==> src/rtl/bsrs_pkg.sv <==
// ----------------------------------------------------------------------------
// bsrs_pkg: shared types and constants
// Field widths and request mode codes for the bounded set with rank select.
// ----------------------------------------------------------------------------
package bsrs_pkg;

  localparam int MODE_W = 2;   // request mode
  localparam int VAL_W  = 32;  // item value on the ports
  localparam int RANK_W = 5;   // rank field
  localparam int CNT_W  = 6;   // item count and capacity

  typedef enum logic [MODE_W-1:0] {
    MODE_INSERT   = 2'd0,
    MODE_ERASE    = 2'd1,
    MODE_CONTAINS = 2'd2,
    MODE_GET      = 2'd3
  } mode_t;

endpackage

==> src/rtl/bsrs_cfg_if.sv <==
// ----------------------------------------------------------------------------
// bsrs_cfg_if: capacity register write channel
// Valid/ready channel carrying the new capacity value.
// ----------------------------------------------------------------------------
interface bsrs_cfg_if;
  logic                       valid;
  logic                       ready;
  logic [bsrs_pkg::CNT_W-1:0] data;

  modport source (output valid, output data, input ready);
  modport sink   (input valid, input data, output ready);
endinterface

==> src/rtl/bsrs_req_if.sv <==
// ----------------------------------------------------------------------------
// bsrs_req_if: request channel
// Valid/ready channel carrying mode, item value and rank.
// ----------------------------------------------------------------------------
interface bsrs_req_if;
  logic                        valid;
  logic                        ready;
  bsrs_pkg::mode_t             mode;
  logic [bsrs_pkg::VAL_W-1:0]  item_value;
  logic [bsrs_pkg::RANK_W-1:0] rank;

  modport source (output valid, output mode, output item_value, output rank, input ready);
  modport sink   (input valid, input mode, input item_value, input rank, output ready);
endinterface

==> src/rtl/bsrs_rsp_if.sv <==
// ----------------------------------------------------------------------------
// bsrs_rsp_if: result channel
// Valid/ready channel carrying ok, read value, count and empty flag.
// ----------------------------------------------------------------------------
interface bsrs_rsp_if;
  logic                       valid;
  logic                       ready;
  logic                       ok;
  logic [bsrs_pkg::VAL_W-1:0] read_value;
  logic [bsrs_pkg::CNT_W-1:0] count;
  logic                       is_empty;

  modport source (output valid, output ok, output read_value, output count,
                  output is_empty, input ready);
  modport sink   (input valid, input ok, input read_value, input count,
                  input is_empty, output ready);
endinterface

==> src/rtl/bsrs_ram.sv <==
// ----------------------------------------------------------------------------
// bsrs_ram: generic single-port-write, single-port-read RAM
// One write and one registered read per cycle.
// ----------------------------------------------------------------------------
module bsrs_ram #(
  parameter int WIDTH = 32,
  parameter int DEPTH = 32
) (
  input  logic                                      clk,
  input  logic                                      we,
  input  logic [((DEPTH > 1) ? $clog2(DEPTH) : 1)-1:0] waddr,
  input  logic [WIDTH-1:0]                          wdata,
  input  logic [((DEPTH > 1) ? $clog2(DEPTH) : 1)-1:0] raddr,
  output logic [WIDTH-1:0]                          rdata
);

  logic [WIDTH-1:0] mem [DEPTH];

  always_ff @(posedge clk) begin
    if (we) begin
      mem[waddr] <= wdata;
    end
    rdata <= mem[raddr];
  end

endmodule

==> src/rtl/bounded_set_with_rank_select_core.sv <==
// ----------------------------------------------------------------------------
// bounded_set_with_rank_select_core: bounded set of distinct values
// Compacted, unordered table in one RAM; insert, erase, contains and
// get-by-rank requests, each answered by one result.
// ----------------------------------------------------------------------------
//
//  channel | dir | handshake   | payload
//  --------+-----+-------------+--------------------------------------------
//  cfg     | in  | valid/ready | data (capacity, 6 bits)
//  req     | in  | valid/ready | mode, item_value, rank
//  rsp     | out | valid/ready | ok, read_value, count, is_empty
//
//  One request at a time; the single RAM read port sets the pace, one entry
//  per cycle. Insert, contains and a missed erase scan the table, stopping
//  at a hit; a found erase then closes the gap, reading the entries past
//  the hit; get makes one full counting pass per candidate, stopping at
//  the match; a rank out of range answers without reading the table.
//  A new request is taken while the previous result waits in rsp; the result
//  is held in rsp until taken. Reset (rst, synchronous) empties the set and
//  sets the capacity to 32; table contents are not cleared. cfg is always
//  ready.
//
module bounded_set_with_rank_select_core #(
  parameter int SET_DEPTH  = 32,
  parameter int ITEM_WIDTH = 32
) (
  input  logic        clk,
  input  logic        rst,
  bsrs_cfg_if.sink    cfg,
  bsrs_req_if.sink    req,
  bsrs_rsp_if.source  rsp
);

  localparam int AW    = (SET_DEPTH > 1) ? $clog2(SET_DEPTH) : 1;
  localparam int CNT_W = bsrs_pkg::CNT_W;
  localparam int VAL_W = bsrs_pkg::VAL_W;

  typedef enum logic [6:0] {
    ST_IDLE  = 7'b0000001,  // waiting for a request
    ST_SCAN  = 7'b0000010,  // linear search for val_q
    ST_SHIFT = 7'b0000100,  // erase: close the gap
    ST_GLOAD = 7'b0001000,  // get: read candidate
    ST_GCAND = 7'b0010000,  // get: latch candidate
    ST_GCNT  = 7'b0100000,  // get: count smaller entries
    ST_FIN   = 7'b1000000   // hand result to output register
  } state_t;

  state_t                 state;

  // architectural state
  logic [CNT_W-1:0]       count;
  logic [CNT_W-1:0]       capacity;

  // latched request
  bsrs_pkg::mode_t        mode_q;
  logic [ITEM_WIDTH-1:0]  val_q;
  logic [CNT_W-1:0]       rank_q;

  // scan control: idx is the next address to read, chk marks a read in
  // flight whose data shows on ram_rdata this cycle, chk_idx its address
  logic [CNT_W-1:0]       idx;
  logic                   chk;
  logic [CNT_W-1:0]       chk_idx;

  // rank select
  logic [CNT_W-1:0]       oj;      // candidate index
  logic [ITEM_WIDTH-1:0]  cand;
  logic [CNT_W-1:0]       less;

  // pending result
  logic                   res_ok;
  logic [VAL_W-1:0]       res_val;

  // output register
  logic                   rsp_valid;
  logic                   rsp_ok;
  logic [VAL_W-1:0]       rsp_val;
  logic [CNT_W-1:0]       rsp_count;
  logic                   rsp_empty;

  // RAM ports
  logic                   ram_we;
  logic [AW-1:0]          ram_waddr;
  logic [ITEM_WIDTH-1:0]  ram_wdata;
  logic [AW-1:0]          ram_raddr;
  logic [ITEM_WIDTH-1:0]  ram_rdata;

  logic                   req_fire;
  logic                   hit;
  logic                   scan_end;
  logic                   room;
  logic [CNT_W-1:0]       less_upd;
  logic                   out_free;

  assign req.ready   = (state == ST_IDLE);
  assign req_fire    = req.valid && req.ready;
  assign cfg.ready   = 1'b1;

  assign hit      = chk && (ram_rdata == val_q);
  assign scan_end = (idx == count);
  // capacity saturates at the table depth
  assign room     = (count < capacity) && (32'(count) < SET_DEPTH);
  assign less_upd = less + CNT_W'(chk && (cand > ram_rdata));
  assign out_free = !rsp_valid || rsp.ready;

  bsrs_ram #(
    .WIDTH (ITEM_WIDTH),
    .DEPTH (SET_DEPTH)
  ) u_table (
    .clk   (clk),
    .we    (ram_we),
    .waddr (ram_waddr),
    .wdata (ram_wdata),
    .raddr (ram_raddr),
    .rdata (ram_rdata)
  );

  // RAM port control
  always_comb begin
    ram_we    = 1'b0;
    ram_waddr = AW'(count);
    ram_wdata = val_q;
    ram_raddr = AW'(idx);
    case (state)
      ST_SCAN: begin
        // insert of an absent value appends at the end of the table
        if (!hit && scan_end && mode_q == bsrs_pkg::MODE_INSERT && room) begin
          ram_we = 1'b1;
        end
      end
      ST_SHIFT: begin
        // entry read last cycle moves down one place
        ram_we    = chk;
        ram_waddr = AW'(chk_idx);
        ram_wdata = ram_rdata;
      end
      ST_GLOAD: begin
        ram_raddr = AW'(oj);
      end
      default: begin
      end
    endcase
  end

  always_ff @(posedge clk) begin
    if (rst) begin
      state     <= ST_IDLE;
      count     <= '0;
      capacity  <= CNT_W'(32);
      chk       <= 1'b0;
      rsp_valid <= 1'b0;
    end else begin
      if (cfg.valid) begin
        capacity <= cfg.data;
      end
      // in ST_FIN a free slot is refilled below instead
      if (rsp_valid && rsp.ready && state != ST_FIN) begin
        rsp_valid <= 1'b0;
      end

      case (state)
        ST_IDLE: begin
          if (req_fire) begin
            mode_q  <= req.mode;
            val_q   <= ITEM_WIDTH'(req.item_value);
            rank_q  <= CNT_W'(req.rank);
            idx     <= '0;
            chk     <= 1'b0;
            oj      <= '0;
            res_ok  <= 1'b0;
            res_val <= '0;
            if (req.mode == bsrs_pkg::MODE_GET) begin
              // rank out of range answers at once
              state <= (CNT_W'(req.rank) < count) ? ST_GLOAD : ST_FIN;
            end else begin
              state <= ST_SCAN;
            end
          end
        end

        ST_SCAN: begin
          if (hit) begin
            chk <= 1'b0;
            case (mode_q)
              bsrs_pkg::MODE_ERASE: begin
                idx   <= chk_idx + CNT_W'(1);
                state <= ST_SHIFT;
              end
              bsrs_pkg::MODE_CONTAINS: begin
                res_ok <= 1'b1;
                state  <= ST_FIN;
              end
              default: begin
                // insert of a value already present
                state <= ST_FIN;
              end
            endcase
          end else if (scan_end) begin
            chk <= 1'b0;
            if (mode_q == bsrs_pkg::MODE_INSERT && room) begin
              count  <= count + CNT_W'(1);
              res_ok <= 1'b1;
            end
            state <= ST_FIN;
          end else begin
            chk     <= 1'b1;
            chk_idx <= idx;
            idx     <= idx + CNT_W'(1);
          end
        end

        ST_SHIFT: begin
          if (idx < count) begin
            chk     <= 1'b1;
            chk_idx <= idx - CNT_W'(1);
            idx     <= idx + CNT_W'(1);
          end else begin
            chk <= 1'b0;
            if (!chk) begin
              count  <= count - CNT_W'(1);
              res_ok <= 1'b1;
              state  <= ST_FIN;
            end
          end
        end

        ST_GLOAD: begin
          state <= ST_GCAND;
        end

        ST_GCAND: begin
          cand  <= ram_rdata;
          idx   <= '0;
          chk   <= 1'b0;
          less  <= '0;
          state <= ST_GCNT;
        end

        ST_GCNT: begin
          if (scan_end) begin
            chk <= 1'b0;
            if (less_upd == rank_q) begin
              res_ok  <= 1'b1;
              res_val <= VAL_W'(cand);
              state   <= ST_FIN;
            end else begin
              oj    <= oj + CNT_W'(1);
              state <= ST_GLOAD;
            end
          end else begin
            chk  <= 1'b1;
            idx  <= idx + CNT_W'(1);
            less <= less_upd;
          end
        end

        ST_FIN: begin
          if (out_free) begin
            rsp_valid <= 1'b1;
            rsp_ok    <= res_ok;
            rsp_val   <= res_val;
            rsp_count <= count;
            rsp_empty <= (count == '0);
            state     <= ST_IDLE;
          end
        end

        default: begin
          state <= ST_IDLE;
        end
      endcase
    end
  end

  assign rsp.valid      = rsp_valid;
  assign rsp.ok         = rsp_ok;
  assign rsp.read_value = rsp_val;
  assign rsp.count      = rsp_count;
  assign rsp.is_empty   = rsp_empty;

endmodule

==> src/flat_wrapper.sv <==
// flat-port wrapper written by rule: the top's interface ports become plain ports
module bounded_set_with_rank_select_core_flat 
#(
  parameter int SET_DEPTH  = 32,
  parameter int ITEM_WIDTH = 32
)
  (clk, rst, cfg_valid, cfg_data, cfg_ready, req_valid, req_mode, req_item_value, req_rank, req_ready, rsp_valid, rsp_ok, rsp_read_value, rsp_count, rsp_is_empty, rsp_ready);
  bsrs_cfg_if cfg_i ();
  bsrs_req_if req_i ();
  bsrs_rsp_if rsp_i ();
  input  logic clk;
  input  logic rst;
  input wire logic [$bits(cfg_i.valid)-1:0] cfg_valid;
  input wire logic [$bits(cfg_i.data)-1:0] cfg_data;
  output wire logic [$bits(cfg_i.ready)-1:0] cfg_ready;
  input wire logic [$bits(req_i.valid)-1:0] req_valid;
  input wire logic [$bits(req_i.mode)-1:0] req_mode;
  input wire logic [$bits(req_i.item_value)-1:0] req_item_value;
  input wire logic [$bits(req_i.rank)-1:0] req_rank;
  output wire logic [$bits(req_i.ready)-1:0] req_ready;
  output wire logic [$bits(rsp_i.valid)-1:0] rsp_valid;
  output wire logic [$bits(rsp_i.ok)-1:0] rsp_ok;
  output wire logic [$bits(rsp_i.read_value)-1:0] rsp_read_value;
  output wire logic [$bits(rsp_i.count)-1:0] rsp_count;
  output wire logic [$bits(rsp_i.is_empty)-1:0] rsp_is_empty;
  input wire logic [$bits(rsp_i.ready)-1:0] rsp_ready;
  assign cfg_i.valid = cfg_valid;
  assign cfg_i.data = cfg_data;
  assign cfg_ready = cfg_i.ready;
  assign req_i.valid = req_valid;
  assign req_i.mode = req_mode;
  assign req_i.item_value = req_item_value;
  assign req_i.rank = req_rank;
  assign req_ready = req_i.ready;
  assign rsp_valid = rsp_i.valid;
  assign rsp_ok = rsp_i.ok;
  assign rsp_read_value = rsp_i.read_value;
  assign rsp_count = rsp_i.count;
  assign rsp_is_empty = rsp_i.is_empty;
  assign rsp_i.ready = rsp_ready;
  bounded_set_with_rank_select_core #(.SET_DEPTH(SET_DEPTH), .ITEM_WIDTH(ITEM_WIDTH)) u_core (.clk(clk), .rst(rst), .cfg(cfg_i), .req(req_i), .rsp(rsp_i));
endmodule
==> config.mk <==
export PLATFORM = sky130hd
export DESIGN_NAME = bounded_set_with_rank_select_core_flat
export DESIGN_NICKNAME = d
export VERILOG_FILES = /design/src/rtl/bsrs_pkg.sv /design/src/rtl/bsrs_cfg_if.sv /design/src/rtl/bsrs_req_if.sv /design/src/rtl/bsrs_rsp_if.sv /design/src/rtl/bsrs_ram.sv /design/src/rtl/bounded_set_with_rank_select_core.sv /design/src/flat_wrapper.sv
export SDC_FILE = /design/constraint.sdc
export NUM_CORES = 2
export LEC_CHECK = 0
export BUFFER_PORTS_ARGS = -buffer_cell sky130_fd_sc_hd__buf_2
export CAP_MARGIN = 20
export CORE_MARGIN = 1.5
export CORE_UTILIZATION = 30
export CTS_CLUSTER_DIAMETER = 50
export DETAILED_ROUTE_END_ITERATION = 12
export HOLD_SLACK_MARGIN = 0.15
export PLACE_DENSITY_LB_ADDON = 0.12
export SETUP_SLACK_MARGIN = 0.02
export SLEW_MARGIN = 0
export SYNTH_ARGS = -nofsm -noshare
export SYNTH_HDL_FRONTEND = slang
export SYNTH_HIERARCHICAL = 1
export SYNTH_SLANG_ARGS = --single-unit
==> constraint.sdc <==
create_clock -name clk -period 7 [get_ports clk]
set_input_delay 0.35 -clock clk [delete_from_list [all_inputs] [get_ports clk]]
set_output_delay 0.35 -clock clk [all_outputs]
set_load 0.01 [all_outputs]
==> reports/metrics.yaml <==
outcome:
  status: "finished, final reports clean"
floorplan:
  coreArea_mm2: 0.165
  die-area_mm2: 0.168
  ios: 93
  fp-row-count: 149
  die_h_um: 410
  die_w_um: 410
  start_util: 0.302
grt:
  grt_use_total: 0.169
  grt-ovfl-total: 0
  first_global_vias: 28300
  grt_max_degree: 94
  grt_pass1_wl_um: 205000
  antenna_found_initial: 4
timing:
  hold_violations: 0
  worst_pin_slew_ps: 1300
  period_needed_ps: 5160
  finalSetupTns_ps: 0
  post-route-period-util: 0.738
  setup_slack_ps: 1840
  fin_skew_ps: 27.2
  rsz0062_at_grt: "false"
  slew_headroom: 0.127
  setup_viol: 0
  fmax_ghz: 0.194
  slew_viol_final: 0
  holdWs_ps: 305
synth:
  syn_nets: 3157
  synth_top_area_share: 0.719
  ys.flop_type: "edfxtp_1"
  synth_seq_area_share: 0.740
  synth-seq-cells: 1244
  synth-async-reset-ratio: 0
  synth_area_leaders: "edfxtp_1 72%, mux2i_1 10%, dfxtp_1 2.1%, a22oi_1 1.5%, ha_1 1.5%"
  synthCells: 3048
  synth.avg_cell_area_um2: 16.3
  ys_warn_count: 6
  synth_edf_count: 1191
  yosys.area.top_type: "edfxtp_1"
  synth_cell_types: 66
  netlist_area_mm2: 0.0498
worst_setup_path:
  crit_path_end_kind: "register"
  cp.depth: 16
  endpoint: "u_core/res_val[21]"
  critPathLaunch: "u_core/u_table/rdata[18]"
  cp_slowest_cell: "a21oi_4"
  start_kind: "register"
  r2r-start: "u_core/u_table/rdata[18]"
  worstPathCellList: "inv_1 -> ha_1 -> and3_1 -> a221o_1 -> a21oi_1 -> o21ai_0 -> a211oi_1 -> a31oi_1 -> ha_1 -> ha_1 -> xnor2_1 -> xor2_1 -> nand3_1 -> nor3_1 -> nand2_1 -> a21oi_4"
  slowest_delay_ps: 800
  rrSetupSlack_ps: 1840
  crit_buf_inv: 1
  critPathMaxFanout: 32
  cp_top_family: "compound AO/OA/AOI/OAI gates"
  worstPathRequired_ps: 7390
  reg2reg_depth: 16
  r2r-end: "u_core/res_val[21]"
  arrival_ps: 5550
  cp_common_cell: "ha_1"
  crit_type: "reg2reg"
place:
  pre_cts_slack_ps: 1720
  gp_congestion: 0.844
  dpl.hpwl_um: 85600
  numPortBuffers: 91
power:
  comb_power_share: 0.187
  pwr-share-seq: 0.425
  p_leak_nw: 20.4
  p_per_area_mw_per_mm2: 346
  p_total_mw: 20.5
  internal_power_mw: 14.6
  clock_power_share: 0.388
  switching_share: 0.288
  ir_drop_uv: 171
  switchingPower_mw: 5.90
clock_tree:
  cts-root-buf: "clkbuf_16"
  htreeDepth: 4
  clkSlewWorstSetupHoldPaths_ps: 50
  cts_tree: "built"
  cts_sinks: 1244
  cts_resized: 0
  cts-buffers-inserted: 156
  insertion_delay_ps: 780
  postCtsSetupRepairBufs: 0
  clk_path_buf_depth: 3
layout:
  drive_gt1_frac: 0.148
  area_delta_synth_final_pct: 19.1
  multiInputGateArea_mm2: 0.0124
  seqCellArea_mm2: 0.0368
  fin_nets: 3404
  nFillCells: 15500
  finish.utilization: 0.360
route:
  final_antenna_net_count: 0
  firstDrtPassIters: 5
  vias_per_cell: 4.93
  drc: 0
  wl_per_cell_um: 25.7
  drtIter0Drc: 2163
  routed-via-count: 27700
  wirelength_um: 144000
job:
  cap_violations: 0
hold_path:
  worstHoldPathType: "in2reg"
-- final cells by class --
class	instances	share of cell area
sequential	1244	0.621
tap	2189	0.0462
multi-input combinational	1596	0.210
clock buffer	182	0.0689
clock inverter	97	0.0174
timing repair buffer	244	0.0329
antenna	2	0.0000844
inverter	53	0.00336
-- registers in the layout (all words and copies together), names as in the netlist, 2 cells and up --
signal                 flops
u_core/val_q              32
u_core/cand               32
u_core/u_table/mem      1024
u_core/u_table/rdata      32
u_core/res_val            32
u_core/rsp.read_value     32
u_core/mode_q              2
u_core/idx                 6
u_core/capacity            6
u_core/oj                  5
u_core/chk_idx             6
u_core/rsp.count           6
u_core/state               7
u_core/rank_q              5
u_core/less                6
u_core/count               6
-- cells in the mapped netlist, types with 16 or more instances --
library cell and number:
a22o_1 65, a31oi_1 39, nor3_1 44, mux2i_1 517, o21ai_0 61, nand3_1 118
dfxtp_1 53, clkbuf_1 62, nor2_1 81, buf_6 16, edfxtp_1 1191, nand4_1 19
ha_1 58, nand2_1 165, a21oi_1 127, and2_1 37, xnor2_1 34, buf_2 31
xor2_1 24, a22oi_1 97, inv_1 53, buf_4 35
-- routing by layer --
| metal | wire, um | vias to the layer above | global-route usage |
|---|---|---|---|
| met4 | 2730 | 0 | 0.0432 |
| li1 | - | 12400 | - |
| met1 | 67700 | 14500 | 0.234 |
| met5 | 0 | - | 0 |
| met3 | 5410 | 194 | 0.0246 |
| met2 | 68300 | 615 | 0.279 |
-- how the worst min path moves through the flow --
stage / from / to / cells past startpoint
after floorplan: u_core/res_ok / u_core/rsp.ok / 0
after global placement: u_core/res_val[0] / u_core/rsp.read_value[0] / 0
after detailed placement: u_core/res_val[16] / u_core/rsp.read_value[16] / 0
after CTS: req_item_value[11] / u_core/val_q[11] / 2
after global routing: req_item_value[24] / u_core/val_q[24] / 2
final: req_item_value[24] / u_core/val_q[24] / 2
-- power groups by stage --
stage | combinational (mW) | clock, mW | sequential, mW
finish | 3.85 | 7.97 | 8.72
global route | 4.12 | 8.46 | 8.74
CTS | 3.87 | 8.19 | 8.72
detailed placement | 3.83 | 0 | 8.87
global placement | 3.83 | 0 | 8.86
floorplan | 2.33 | 0 | 8.81
-- worst register-to-register path, delay by kind of cell (launching register included) --
family                   cells  cell delay (ps)
adder cells (fa/ha/maj)      3              780
buffers and inverters        1              110
flip-flops                   1              370
AO/OA/AOI/OAI                6             2120
XOR/XNOR                     2              420
AND/OR/NAND/NOR              4              950
-- per-stage QoR --
step	instance area [um2]	instances
2_1_floorplan	49800	3048
3_3_place_gp	53400	5260
3_5_place_dp	53400	5260
4_1_cts	59200	5599
5_1_grt	59300	5605
6_report	59300	5607
-- logic make-up after synthesis --
family | Yosys count | share of synthesized area
AOI/OAI and AO/OA | 436 | 0.0578
xor gates and xnor gates | 58 | 0.0102
adders and majority gates | 59 | 0.0150
buffers and inverters | 208 | 0.0217
DFF | 1244 | 0.740
muxes | 523 | 0.105
other | 1 | 0.0000754
and+or+nand+nor | 519 | 0.0499
-- cells in the final DEF, fill, tap and decap left out, types with 9 or more instances in the layout --
cell type and instances:
nor3_1 43, xor2_1 24, o21ai_0 30, clkinv_2 21
nor2_4 35, a22o_1 65, nand2_1 164, inv_6 16
clkbuf_1 22, bufinv_16 18, a21o_1 9, nand4_1 19
a22oi_1 97, o21ai_4 21, buf_4 78, nand3_1 118
and2_1 36, nor2_1 46, xnor2_1 34, dlygate4sd3_1 60
buf_2 91, dfxtp_1 53, a31oi_1 39, clkbuf_16 160
edfxtp_1 1191, mux2i_1 517, clkinv_1 24, clkinvlp_4 9
ha_1 58, buf_12 14, inv_1 53, o21ai_2 9
a21oi_1 126
-- timing repair --
| action | in CTS | in global routing |
|---|---|---|
| endpoints found under the setup margin | 0 | 0 |
| hold buffers | 60 | 0 |
| hold endpoints to repair | 57 | 0 |
Note: power is estimated with default switching activity, not from simulation.
